<file path="src/design/tscp_pkg.sv">
// ----------------------------------------------------------------------------
// tscp_pkg
// Types and constants shared by the tone-score command parser.
// ----------------------------------------------------------------------------
package tscp_pkg;

   localparam int NUM_GENERATORS = 6;
   localparam logic [4:0] GEN_LIMIT = 5'(NUM_GENERATORS);

   localparam logic [7:0] HDR_BYTE0   = 8'h50;
   localparam logic [7:0] HDR_BYTE1   = 8'h74;
   localparam logic [7:0] HDR_MIN_LEN = 8'd3;

   localparam logic [3:0] OP_NOTE_OFF = 4'h8;
   localparam logic [3:0] OP_NOTE_ON  = 4'h9;
   localparam logic [3:0] OP_INSTR    = 4'hC;
   localparam logic [3:0] OP_END_E    = 4'hE;
   localparam logic [3:0] OP_END_F    = 4'hF;

   typedef enum logic [2:0] {
      PH_HDR0  = 3'd0,
      PH_HDR1  = 3'd1,
      PH_HLEN  = 3'd2,
      PH_SKIP  = 3'd3,
      PH_CMD   = 3'd4,
      PH_DELAY = 3'd5,
      PH_ARG   = 3'd6,
      PH_DONE  = 3'd7
   } phase_type;

   typedef enum logic [2:0] {
      EV_DELAY    = 3'd0,
      EV_NOTE_ON  = 3'd1,
      EV_NOTE_OFF = 3'd2,
      EV_END      = 3'd3,
      EV_BAD_HDR  = 3'd4,
      EV_BAD_BYTE = 3'd5,
      EV_STOPPED  = 3'd6,
      EV_RAN_OUT  = 3'd7
   } event_type;

   typedef struct packed {
      phase_type   phase;
      logic [7:0]  header_remaining;
      logic [7:0]  held_command_byte;
   } state_type;

   typedef struct packed {
      logic        valid;
      event_type   event_res;
      logic [3:0]  generator;
      logic [7:0]  note;
      logic [14:0] delay_ms;
   } result_type;

endpackage

</file>
<file path="src/design/tscp_decode.sv">
// ----------------------------------------------------------------------------
// tscp_decode
// Decodes one score byte against the parser state: next state and event.
// ----------------------------------------------------------------------------
module tscp_decode (
   input  tscp_pkg::state_type  state,
   input  logic                 cmd,
   input  logic [7:0]           score_byte,
   input  logic                 last_byte,
   output tscp_pkg::state_type  next_state,
   output tscp_pkg::result_type result
);

   logic [3:0]          hi;
   logic [3:0]          lo;
   logic [3:0]          held_hi;
   logic                gen_bad;
   tscp_pkg::phase_type step_phase;
   logic [7:0]          step_remaining;
   logic [7:0]          skip_remaining;

   assign hi             = score_byte[7:4];
   assign lo             = score_byte[3:0];
   assign held_hi        = state.held_command_byte[7:4];
   assign gen_bad        = {1'b0, lo} >= tscp_pkg::GEN_LIMIT;
   assign skip_remaining = (state.header_remaining != 8'd0) ?
                           state.header_remaining - 8'd1 : 8'd0;

   always_comb begin
      step_phase     = state.phase;
      step_remaining = state.header_remaining;
      next_state     = state;
      if (state.phase != tscp_pkg::PH_DONE) begin
         if (cmd) begin
            step_phase = tscp_pkg::PH_DONE;
         end else begin
            case (state.phase)
               tscp_pkg::PH_HDR0: begin
                  step_phase = (score_byte == tscp_pkg::HDR_BYTE0) ?
                               tscp_pkg::PH_HDR1 : tscp_pkg::PH_DONE;
               end
               tscp_pkg::PH_HDR1: begin
                  step_phase = (score_byte == tscp_pkg::HDR_BYTE1) ?
                               tscp_pkg::PH_HLEN : tscp_pkg::PH_DONE;
               end
               tscp_pkg::PH_HLEN: begin
                  step_remaining = (score_byte < tscp_pkg::HDR_MIN_LEN) ?
                                   8'd0 : score_byte - tscp_pkg::HDR_MIN_LEN;
                  step_phase     = (step_remaining != 8'd0) ?
                                   tscp_pkg::PH_SKIP : tscp_pkg::PH_CMD;
               end
               tscp_pkg::PH_SKIP: begin
                  step_remaining = skip_remaining;
                  if (skip_remaining == 8'd0) begin
                     step_phase = tscp_pkg::PH_CMD;
                  end
               end
               tscp_pkg::PH_DELAY: step_phase = tscp_pkg::PH_CMD;
               tscp_pkg::PH_ARG:   step_phase = tscp_pkg::PH_CMD;
               tscp_pkg::PH_CMD: begin
                  next_state.held_command_byte = score_byte;
                  if (!score_byte[7]) begin
                     step_phase = tscp_pkg::PH_DELAY;
                  end else begin
                     case (hi)
                        tscp_pkg::OP_END_E, tscp_pkg::OP_END_F:
                           step_phase = tscp_pkg::PH_DONE;
                        tscp_pkg::OP_NOTE_OFF:
                           step_phase = gen_bad ? tscp_pkg::PH_DONE : tscp_pkg::PH_CMD;
                        tscp_pkg::OP_NOTE_ON:
                           step_phase = gen_bad ? tscp_pkg::PH_DONE : tscp_pkg::PH_ARG;
                        tscp_pkg::OP_INSTR:
                           step_phase = tscp_pkg::PH_ARG;
                        default:
                           step_phase = tscp_pkg::PH_DONE;
                     endcase
                  end
               end
               default: step_phase = state.phase;
            endcase
         end
      end
      next_state.phase            = step_phase;
      next_state.header_remaining = step_remaining;
      if (last_byte) begin
         next_state.phase             = tscp_pkg::PH_HDR0;
         next_state.header_remaining  = 8'd0;
         next_state.held_command_byte = 8'd0;
      end
   end

   always_comb begin
      result           = '0;
      result.event_res = tscp_pkg::EV_DELAY;
      if (state.phase != tscp_pkg::PH_DONE) begin
         if (cmd) begin
            result.valid     = 1'b1;
            result.event_res = tscp_pkg::EV_STOPPED;
         end else begin
            case (state.phase)
               tscp_pkg::PH_HDR0: begin
                  result.valid     = score_byte != tscp_pkg::HDR_BYTE0;
                  result.event_res = tscp_pkg::EV_BAD_HDR;
               end
               tscp_pkg::PH_HDR1: begin
                  result.valid     = score_byte != tscp_pkg::HDR_BYTE1;
                  result.event_res = tscp_pkg::EV_BAD_HDR;
               end
               tscp_pkg::PH_DELAY: begin
                  result.valid     = 1'b1;
                  result.event_res = tscp_pkg::EV_DELAY;
                  result.delay_ms  = {state.held_command_byte[6:0], score_byte};
               end
               tscp_pkg::PH_ARG: begin
                  if (held_hi == tscp_pkg::OP_NOTE_ON) begin
                     result.valid     = 1'b1;
                     result.event_res = tscp_pkg::EV_NOTE_ON;
                     result.generator = state.held_command_byte[3:0];
                     result.note      = score_byte;
                  end
               end
               tscp_pkg::PH_CMD: begin
                  if (score_byte[7]) begin
                     case (hi)
                        tscp_pkg::OP_END_E, tscp_pkg::OP_END_F: begin
                           result.valid     = 1'b1;
                           result.event_res = tscp_pkg::EV_END;
                        end
                        tscp_pkg::OP_NOTE_OFF: begin
                           result.valid     = 1'b1;
                           result.event_res = gen_bad ? tscp_pkg::EV_BAD_BYTE :
                                              tscp_pkg::EV_NOTE_OFF;
                           result.generator = gen_bad ? 4'd0 : lo;
                        end
                        tscp_pkg::OP_NOTE_ON: begin
                           result.valid     = gen_bad;
                           result.event_res = tscp_pkg::EV_BAD_BYTE;
                        end
                        tscp_pkg::OP_INSTR: result.valid = 1'b0;
                        default: begin
                           result.valid     = 1'b1;
                           result.event_res = tscp_pkg::EV_BAD_BYTE;
                        end
                     endcase
                  end
               end
               default: result.valid = 1'b0;
            endcase
         end
         if (last_byte && step_phase != tscp_pkg::PH_DONE) begin
            result           = '0;
            result.valid     = 1'b1;
            result.event_res = tscp_pkg::EV_RAN_OUT;
         end
      end
   end

endmodule

</file>
<file path="src/design/tone_score_command_parser_top.sv">
// ----------------------------------------------------------------------------
// tone_score_command_parser_top
// Tone-score byte stream parser reporting delay, note and status events.
// ----------------------------------------------------------------------------
// One score byte (or stop) is taken per cycle while req_stall is low and is
// decoded in a single pass between the parser state registers and the result
// register, so each transfer produces at most one registered event.
// A two-entry output (result register plus skid register) keeps the input
// open while one event waits on rsp_stall; req_stall rises only when both
// entries are full.
module tone_score_command_parser_top (
   input  logic        clock,
   input  logic        reset,
   input  logic        req_valid,
   output logic        req_stall,
   input  logic        req_cmd,
   input  logic [7:0]  req_score_byte,
   input  logic        req_last_byte,
   output logic        rsp_valid,
   input  logic        rsp_stall,
   output logic [2:0]  rsp_event_res,
   output logic [3:0]  rsp_generator,
   output logic [7:0]  rsp_note,
   output logic [14:0] rsp_delay_ms
);

   tscp_pkg::state_type  state_ff;
   tscp_pkg::state_type  state_in;
   tscp_pkg::result_type dec_result;
   tscp_pkg::result_type out_ff;
   tscp_pkg::result_type out_in;
   tscp_pkg::result_type skid_ff;
   tscp_pkg::result_type skid_in;
   logic                 in_fire;
   logic                 out_free;
   logic                 new_result;

   tscp_decode u_decode (
      .state      (state_ff),
      .cmd        (req_cmd),
      .score_byte (req_score_byte),
      .last_byte  (req_last_byte),
      .next_state (state_in),
      .result     (dec_result)
   );

   assign req_stall  = skid_ff.valid;
   assign in_fire    = req_valid && !req_stall;
   assign out_free   = !out_ff.valid || !rsp_stall;
   assign new_result = in_fire && dec_result.valid;

   always_comb begin
      out_in  = out_ff;
      skid_in = skid_ff;
      if (out_free) begin
         if (skid_ff.valid) begin
            out_in        = skid_ff;
            skid_in       = dec_result;
            skid_in.valid = new_result;
         end else begin
            out_in       = dec_result;
            out_in.valid = new_result;
         end
      end else if (new_result) begin
         skid_in = dec_result;
      end
   end

   always_ff @(posedge clock) begin
      if (reset) begin
         state_ff.phase             <= tscp_pkg::PH_HDR0;
         state_ff.header_remaining  <= 8'd0;
         state_ff.held_command_byte <= 8'd0;
         out_ff.valid               <= 1'b0;
         skid_ff.valid              <= 1'b0;
      end else begin
         if (in_fire) begin
            state_ff <= state_in;
         end
         out_ff.valid  <= out_in.valid;
         skid_ff.valid <= skid_in.valid;
      end
      out_ff.event_res  <= out_in.event_res;
      out_ff.generator  <= out_in.generator;
      out_ff.note       <= out_in.note;
      out_ff.delay_ms   <= out_in.delay_ms;
      skid_ff.event_res <= skid_in.event_res;
      skid_ff.generator <= skid_in.generator;
      skid_ff.note      <= skid_in.note;
      skid_ff.delay_ms  <= skid_in.delay_ms;
   end

   assign rsp_valid     = out_ff.valid;
   assign rsp_event_res = out_ff.event_res;
   assign rsp_generator = out_ff.generator;
   assign rsp_note      = out_ff.note;
   assign rsp_delay_ms  = out_ff.delay_ms;

endmodule

</file>
<file path="config.mk">
export PLATFORM = sky130hd
export DESIGN_NAME = tone_score_command_parser_top
export DESIGN_NICKNAME = d
export VERILOG_FILES = /design/src/design/tscp_pkg.sv /design/src/design/tscp_decode.sv /design/src/design/tone_score_command_parser_top.sv
export SDC_FILE = /design/constraint.sdc
export NUM_CORES = 1
export LEC_CHECK = 0
export BUFFER_PORTS_ARGS = -buffer_cell sky130_fd_sc_hd__clkbuf_2
export CORE_ASPECT_RATIO = 0.5
export CORE_MARGIN = 4
export CORE_UTILIZATION = 30
export DETAILED_ROUTE_END_ITERATION = 16
export MAX_ROUTING_LAYER = met4
export PLACE_DENSITY = 0.46
export SYNTH_ARGS = -nofsm -noshare
export SYNTH_HDL_FRONTEND = slang
export SYNTH_SLANG_ARGS = --single-unit
</file>
<file path="constraint.sdc">
create_clock -name clock -period 4.76 [get_ports clock]
set_input_delay 0.714 -clock clock [delete_from_list [all_inputs] [get_ports clock]]
set_output_delay 0.714 -clock clock [all_outputs]
set_load 0.02 [all_outputs]
</file>
==> results of run 1 <==
-- placed cells by master (no fill, tap or decap), types with 3 or more instances in the layout --
cell type  synthesis  layout
a31o_2            16      16
clkbuf_16          0       9
nor3_1            17      16
ha_1               5       5
a22oi_1           13      13
a2111oi_0          3       3
clkbuf_2           1      45
a21oi_1           19      19
o22ai_1            4       4
edfxtp_1          60      60
o31ai_1            6       6
inv_1             15      15
nand3_1            4       4
and2_1            17      17
nor4_1             6       6
buf_4              4       5
nand2_1           23      23
nor2b_1            3       3
nand2b_1           5       5
o21ai_0           12      11
or2_2              4       4
and3_1            17      17
nor2_1            47      47
dfxtp_1           21      21
a31oi_1            5       5
a22o_1            11      11
-- path summary, 6_finish.rpt --
check	end	cells after the start
max	skid_ff[21]	10
min	state_ff[7]	2
max reg2reg	skid_ff[21]	7
min reg2reg	state_ff[7]	2
-- routing by layer --
| layer | routed length, um | part of all wire (%) |
|---|---|---|
| met1 | 5680 | 51 |
| met3 | 482 | 4.3 |
| met5 | 0 | 0 |
| met4 | 102 | 0.91 |
| met2 | 4940 | 44 |
-- registers in the layout, indices dropped and copies added (netlist names) --
| register | flops |
|---|---|
| req_stall | 1 |
| skid_ff | 30 |
| state_ff | 19 |
| rsp_note | 8 |
| rsp_delay_ms | 15 |
| rsp_valid | 1 |
| rsp_event_res | 3 |
| rsp_generator | 4 |
-- critical path: stages --
cell	delay [ns]
clkbuf_2	0.26
inv_1	0.18
ha_1	0.24
o21a_1	0.26
nor4_1	0.26
o41ai_1	0.16
a21oi_1	0.77
o21ai_2	0.19
o21ai_2	0.14
buf_4	0.39
-- cell families after synthesis --
family                     after synthesis
AOI/OAI and AO/OA                      115
xor gates and xnor gates                 3
adders and majority gates                5
buffers and inverters                   46
DFF                                     81
muxes                                    2
and+or+nand+nor                        163
-- where the power goes --
group	internal [mW]	total, mW	switching (mW)
combinational	0.0638	0.204	0.140
sequential	0.783	0.803	0.0197
clock	0.409	0.695	0.286
-- layout make-up --
type                       count  area [um2]  share of cell area [%]
timing repair buffer          50         263                    5.36
inverter                      15        56.3                    1.15
clock buffer                  10         229                    4.67
tap                          192         240                    4.90
clock inverter                 6        67.6                    1.38
multi-input combinational    288        1830                    37.2
sequential                    81        2220                    45.3
==> results.toml, run 1 <==
[die]
chipHeight_um = 92.3
die_w_um = 177
io-pin-count = 46
rows = 30
die-area_mm2 = 0.0163
start_util_pct = 31.0
core_area_mm2 = 0.0137

[grt]
grt_pass1_vias = 3329
grt_overflow = 0
use_met1_pct = 20.9
grt_pass1_wl_um = 18600
use_met3_pct = 3.47
grt_usage_pct = 14.8
grt_max_degree = 38
grt_use_met2_pct = 21.9
busiest_layer = "met2"
antenna_found_initial = 0

[timing]
worstMarginPinSlew_ns = 0.916
max_freq_ghz = 0.279
hold_viol_final = 0
rsz0062_at_grt = "no"
setup_tns_ns = 0
post-route-period-util_pct = 75.3
final_max_slew_viol_count = 0
finalClockSkew_ns = 0.00520
finalSetupViolCount = 0
period_needed_ns = 3.58
fin_hold_ws_ns = 0.530
relSlewSlack_pct = 38.9
setup_slack_ns = 1.18

[placed_design]
gp_congestion = 0.826
pre_cts_ws_ns = 0.842
dpl.hpwl_um = 7620
dp_cells = 626
dpl_cell_area_mm2 = 0.00461
io_buffers = 45

[cts]
clkLatencyLatePin_ns = 0.34
cts.sinks = 81
cts.htree.levels = 3
ctsHoldBuffers = 0
clkTransAtPathRegs_ns = 0.06
clockRootBuffer = "clkbuf_16"
cts_tree = "yes"
cts_resized = 0
cts_setup_buffers = 0
cts_buffers = 9
clockBufferDepth = 2

[layout]
antenna_cells = 0
layout-drive-gt1-share_pct = 20.9
finalNetCount = 464
fillers = 1443
fin_cells = 642
final_cell_area_mm2 = 0.00490
utilization_pct = 35.7
area_growth_pct = 15.0

[yosys]
synth_compound_area_share_pct = 19.7
yosys.area_share.simple_pct = 20.3
synth.top_cell.area_share_pct = 42.2
synth_top_family_by_area = "simple AND/OR/NAND/NOR gates"
synth_xor_xnor_area_share_pct = 0.616
synthTopCellsByCount = "edfxtp_1, nor2_1, nand2_1"
postSynthAreaPerCell_um2 = 10.3
synthDistinctLibCells = 66
yosysMostFrequentCell = "edfxtp_1"
yosysWarnings = 0
synth_edf_count = 60
synth-adder-area-share_pct = 1.47
synth_ff_type = "edfxtp_1"
ys_seq_area_share_pct = 52.1
netlist_area_mm2 = 0.00427
synth.largest_area_cell = "edfxtp_1"
synthArstFlopShare_pct = 0
synth-seq-cells = 81
synth_nets = 434
postSynthCellCount = 415
yosys-mux-area-fraction_pct = 0.469
netlist_top_cells_area = "edfxtp_1, dfxtp_1, nor2_1, a31o_2, and2_1"

[power]
peakVddDrop_mv = 0.172
p_total_mw = 1.70
p_per_area_mw_per_mm2 = 347
leakagePower_nw = 1.94

[route]
wirelength_um = 11200
drt_iter0_drc = 256
vias = 3309
ant_nets = 0
drc = 0
dr.pass1.iters = 4
wl_per_cell_um = 17.5
vias_per_cell = 5.15

[setup_path]
required_ns = 4.75
cp-startpoint = "req_score_byte[0]"
r2r_setup_slack_ns = 1.72
cp.arrival_ns = 3.57
end_kind = "register"
path_max_fanout = 30
start_kind = "input port"
path_class = "input port to register"
rr_startpoint = "state_ff[18]"

[worst_hold_path]
holdCritStartpoint = "state_ff[7]"
holdCritPathClass = "register to register"

[run_status]
outcome = "finished, final reports clean"

[job]
cap_violations = 0
Power figures use the tool's default switching activity.
==> run 2: changes to the inputs <==
--- a/config.mk
+++ b/config.mk
@@ -11,7 +11,7 @@
 export CORE_UTILIZATION = 30
 export DETAILED_ROUTE_END_ITERATION = 16
 export MAX_ROUTING_LAYER = met4
-export PLACE_DENSITY = 0.46
+export PLACE_DENSITY = 0.44
 export SYNTH_ARGS = -nofsm -noshare
 export SYNTH_HDL_FRONTEND = slang
 export SYNTH_SLANG_ARGS = --single-unit
==> constraint.sdc (replaced) <==
create_clock -name clock -period 3.5 [get_ports clock]
set_input_delay 0.525 -clock clock [delete_from_list [all_inputs] [get_ports clock]]
set_output_delay 0.525 -clock clock [all_outputs]
set_load 0.02 [all_outputs]
==> run 2 against run 1 <==
Compared with the run above: worst setup slack worse by 0.33 ns; sequential power up 36%; power grew 39%; die area did not move.
==> results.toml, run 2 (synthesized netlist as in run 1, its figures left out) <==
[die]
rows = 30
io-pin-count = 46
start_util_pct = 31.0
chipHeight_um = 92.3
core_area_mm2 = 0.0137
die-area_mm2 = 0.0163
die_w_um = 177

[run_status]
outcome = "finished, final reports clean"

[cts]
cts_setup_buffers = 0
cts.sinks = 81
cts_resized = 0
clkLatencyLatePin_ns = 0.34
cts_tree = "yes"
ctsHoldBuffers = 0
clkTransAtPathRegs_ns = 0.06
clockBufferDepth = 2
cts_buffers = 9
cts.htree.levels = 3
clockRootBuffer = "clkbuf_16"

[route]
wirelength_um = 12200
dr.pass1.iters = 5
wl_per_cell_um = 18.6
vias = 3425
drc = 0
ant_nets = 0
drt_iter0_drc = 265
vias_per_cell = 5.19

[power]
sequentialPowerShare_pct = 46.2
switching_share_pct = 27.0
netSwitchingPower_mw = 0.638
p_comb_share_pct = 12.6
peakVddDrop_mv = 0.168
clockPowerShare_pct = 41.2
p_per_area_mw_per_mm2 = 468
leakagePower_nw = 2.03
internal_power_mw = 1.72

[setup_path]
slowest_stage = "buf_4"
path_max_fanout = 30
critical_path.max_stage_delay_ns = 0.37
end_kind = "register"
r2r_setup_slack_ns = 1.01
cp.arrival_ns = 2.65
r2r-end = "skid_ff[9]"
path_cells = "clkbuf_2 > inv_1 > ha_1 > o21a_1 > nor4_1 > o41ai_1 > buf_4 > a21oi_1 > o21ai_2 > o21ai_2 > buf_4"
required_ns = 3.50
rr_worst_depth = 9
path_class = "input port to register"
rr_startpoint = "state_ff[16]"
start_kind = "input port"

[grt]
grt_usage_pct = 16.1
grt_max_degree = 34
grt_overflow = 0
grt_pass1_vias = 3337
grt_pass1_wl_um = 19800
antenna_found_initial = 0

[layout]
layout-drive-gt1-share_pct = 23.8
area_growth_pct = 18.4
finalNetCount = 481
max_flop_register = "skid_ff"
largest_reg_flops = 30
final_cell_area_mm2 = 0.00505
layout_common_cells = "edfxtp_1, nor2_1, clkbuf_2, nand2_1"
final_common_cell = "edfxtp_1"

[timing]
final_max_slew_viol_count = 0
max_freq_ghz = 0.377
worstMarginPinSlew_ns = 0.693
rsz0062_at_grt = "no"
finalClockSkew_ns = 0.00805
setup_tns_ns = 0
relSlewSlack_pct = 53.5
period_needed_ns = 2.65
hold_viol_final = 0
finalSetupViolCount = 0
post-route-period-util_pct = 75.8

[worst_hold_path]
holdCritPathClass = "register to register"
worstHoldEndpoint = "rsp_event_res[1]"
holdCritStartpoint = "skid_ff[28]"
holdPathStages = 2

[placed_design]
dpl.hpwl_um = 8640
dpl_cell_area_mm2 = 0.00475
gp_congestion = 0.762
io_buffers = 45

[job]
cap_violations = 0
## run 2: cell count changes in the layout (fill, tap and decap cells not counted), sizes merged
cell,previous run,this run
clkinv,3,1
buf,5,22
clkbuf,55,54
clkinvlp,1,2
inv,16,18
diode,0,1
## run 2: area by class of cell
type / count / area, um2
fill: 1431 / 8690
clock inverter: 7 / 75.1
tap: 192 / 240
inverter: 15 / 56.3
clock buffer: 9 / 225
antenna: 1 / 2.50
multi-input combinational: 288 / 1830
sequential: 81 / 2220
timing repair buffer: 67 / 403
## run 2: metal layers
| layer | track usage, % | wire length [um] | vias up |
|---|---|---|---|
| li1 | - | - | 1666 |
| met1 | 23.7 | 6440 | 1646 |
| met2 | 22.5 | 5090 | 94 |
| met3 | 3.79 | 596 | 19 |
| met4 | 3.28 | 121 | 0 |
| met5 | - | 0 | - |
## run 2: worst max path at each step
stage	to	start	slack, ns
after global placement	skid_ff[6]	req_score_byte[0]	0.51
final	skid_ff[19]	req_score_byte[0]	0.85
after floorplan	skid_ff[0]	req_score_byte[0]	0.25
after CTS	skid_ff[2]	req_score_byte[0]	0.85
after detailed placement	skid_ff[2]	req_score_byte[0]	0.49
after global routing	skid_ff[10]	req_score_byte[0]	0.60
## run 2: critical path: cells and delay by family
family                     cells  cell delay (ns)
AOI/OAI and AO/OA              5             0.89
adders and majority gates      1             0.23
buffers and inverters          4             0.72
and+or+nand+nor                1             0.25
## run 2: power by group through the flow
stage	registers [mW]	logic (mW)	clock network, mW
2_1_floorplan	1.13	0.176	0
3_3_place_gp	1.11	0.302	0
3_5_place_dp	1.11	0.300	0
4_1_cts	1.09	0.301	0.998
5_1_grt	1.10	0.330	1.04
6_report	1.09	0.298	0.972
## run 2: stage by stage
stage	power, mW	util, %	setup WS (ns)	std cells	hold slack [ns]
after CTS	2.39	36.7	0.847	659	0.547
after detailed placement	1.41	34.6	0.495	643	0.532
after global placement	1.42	34.6	0.508	643	0.528
after floorplan	1.31	-	0.253	415	0.478
after global routing	2.47	36.7	0.597	659	0.576
final	2.36	36.8	0.846	660	0.541
==> run 3: changes to the inputs <==
--- a/config.mk
+++ b/config.mk
@@ -11,7 +11,7 @@
 export CORE_UTILIZATION = 30
 export DETAILED_ROUTE_END_ITERATION = 16
 export MAX_ROUTING_LAYER = met4
-export PLACE_DENSITY = 0.44
+export PLACE_DENSITY = 0.46
 export SYNTH_ARGS = -nofsm -noshare
 export SYNTH_HDL_FRONTEND = slang
 export SYNTH_SLANG_ARGS = --single-unit
==> constraint.sdc (replaced) <==
create_clock -name clock -period 2.4 [get_ports clock]
set_input_delay 0.36 -clock clock [delete_from_list [all_inputs] [get_ports clock]]
set_output_delay 0.36 -clock clock [all_outputs]
set_load 0.02 [all_outputs]
==> run 3 against run 2 <==
Compared with the run above: register-to-register slack got worse by 0.83 ns; worst setup slack worse by 0.67 ns; highest routed layer unchanged; combinational power increased by 75%; clock power increased by 44%.
==> results.toml, run 3 (synthesized netlist as in run 1, its figures left out) <==
[worst_hold_path]
holdPathStages = 2
worstHoldEndpoint = "state_ff[18]"
holdCritStartpoint = "req_last_byte"
holdCritPathClass = "input port to register"

[cts]
clkLatencyLatePin_ns = 0.34
cts.htree.levels = 3
cts.sinks = 81
cts_resized = 0
clkTransAtPathRegs_ns = 0.06
cts_buffers = 9
cts_setup_buffers = 0
ctsHoldBuffers = 0
clockBufferDepth = 2
cts_tree = "yes"
clockRootBuffer = "clkbuf_16"

[power]
netSwitchingPower_mw = 0.928
p_comb_share_pct = 14.9
sequentialPowerShare_pct = 45.2
clockPowerShare_pct = 39.9
internal_power_mw = 2.57
p_total_mw = 3.50
switching_share_pct = 26.5
p_per_area_mw_per_mm2 = 648
leakagePower_nw = 2.22
peakVddDrop_mv = 0.295

[route]
wl_per_cell_um = 17.0
vias_per_cell = 5.06
drc = 0
ant_nets = 0
dr.pass1.iters = 4
vias = 3514
drt_iter0_drc = 194
wirelength_um = 11800

[grt]
grt_pass1_vias = 3385
grt_usage_pct = 15.2
antenna_found_initial = 0
grt_max_degree = 36
grt_overflow = 0
grt_pass1_wl_um = 18900

[layout]
area_growth_pct = 26.7
antenna_cells = 0
largest_reg_flops = 30
layout-drive-gt1-share_pct = 30.8
final_common_cell = "edfxtp_1"
regArea_mm2 = 0.00222
finalNetCount = 517
multiInputGateArea_mm2 = 0.00188
max_flop_register = "skid_ff"
fillers = 1419
layout_common_cells = "edfxtp_1, buf_4, nor2_1, clkbuf_2, nand2_1"

[setup_path]
r2r-end = "rsp_note[7]"
required_ns = 2.49
rr_worst_depth = 7
path_max_fanout = 9
end_kind = "register"
path_class = "register to register"
start_kind = "register"
cp.arrival_ns = 2.31
r2r_setup_slack_ns = 0.18
rr_startpoint = "state_ff[18]"

[timing]
period_needed_ns = 2.22
hold_viol_final = 0
final_max_slew_viol_count = 0
relSlewSlack_pct = 57.6
finalSetupViolCount = 0
rsz0062_at_grt = "no"
post-route-period-util_pct = 92.6
max_freq_ghz = 0.450
finalClockSkew_ns = 0.00416
setup_slack_ns = 0.177
worstMarginPinSlew_ns = 0.634

[die]
rows = 30
die_w_um = 177
core_area_mm2 = 0.0137
die-area_mm2 = 0.0163
io-pin-count = 46
start_util_pct = 31.0
chipHeight_um = 92.3

[placed_design]
pre_cts_ws_ns = -0.140
io_buffers = 45
gp_congestion = 0.854
dpl.hpwl_um = 8630

[run_status]
outcome = "finished, final reports clean"

[job]
cap_violations = 0
[run 3: cell types whose count changed in the layout (fill, tap and decap cells not counted), moves of 2 or more]
cell     previous run  this run
o21ai_4             0         2
o21ai_2             2         0
inv_6               3         1
buf_4              21        55
buf_12              1         3
inv_1              15        13
[run 3: final cells by class]
| class | instances | area share [%] |
|---|---|---|
| clock inverters | 7 | 1.44 |
| well taps | 192 | 4.45 |
| inverters | 15 | 1.09 |
| repair buffers | 103 | 12.9 |
| clock buffers | 9 | 4.17 |
| multi-input cells | 288 | 34.8 |
| flip-flops and latches | 81 | 41.1 |
[run 3: how the worst max path moves through the flow]
stage / start / end / depth (start not counted)
floorplan: req_score_byte[5] / skid_ff[0] / 8
global placement: req_score_byte[1] / state_ff[17] / 8
detailed placement: req_score_byte[1] / skid_ff[29] / 10
CTS: state_ff[16] / skid_ff[29] / 8
global route: state_ff[10] / state_ff[16] / 6
finish: state_ff[18] / rsp_note[7] / 7
[run 3: power groups by stage]
stage          clock network (mW)  logic [mW]  registers, mW
2_1_floorplan                   0       0.273           1.65
3_3_place_gp                    0       0.516           1.61
3_5_place_dp                    0       0.516           1.61
4_1_cts                      1.44       0.518           1.58
5_1_grt                      1.50       0.572           1.59
6_report                     1.40       0.522           1.58
[run 3: per-stage QoR]
step	instances	util [%]	cell area, um2	setup TNS, ns	hold WS (ns)
after global routing	695	39.3	5400	0	0.420
after floorplan	415	-	4350	-9.54	0.478
after CTS	693	39.2	5390	0	0.392
final	695	39.3	5400	0	0.414
after detailed placement	677	37.0	5090	-3.15	0.525
after global placement	677	37.0	5090	-2.32	0.519
[run 3: metal layers]
| metal | GRT usage [%] | routed length (um) | vias to the layer above |
|---|---|---|---|
| li1 | - | - | 1727 |
| met1 | 21.5 | 6040 | 1711 |
| met2 | 22.4 | 5200 | 62 |
| met3 | 3.18 | 398 | 14 |
| met4 | 3.54 | 147 | 0 |
| met5 | - | 0 | - |
[run 3: worst max-delay path: stages, from the launching register on]
cell and delay (ns):
dfxtp_1 0.48, nand3b_1 0.15, nor4_2 0.28, o41ai_2 0.14, buf_4 0.15, a21bo_1 0.20, and4_1 0.33, a22o_1 0.25
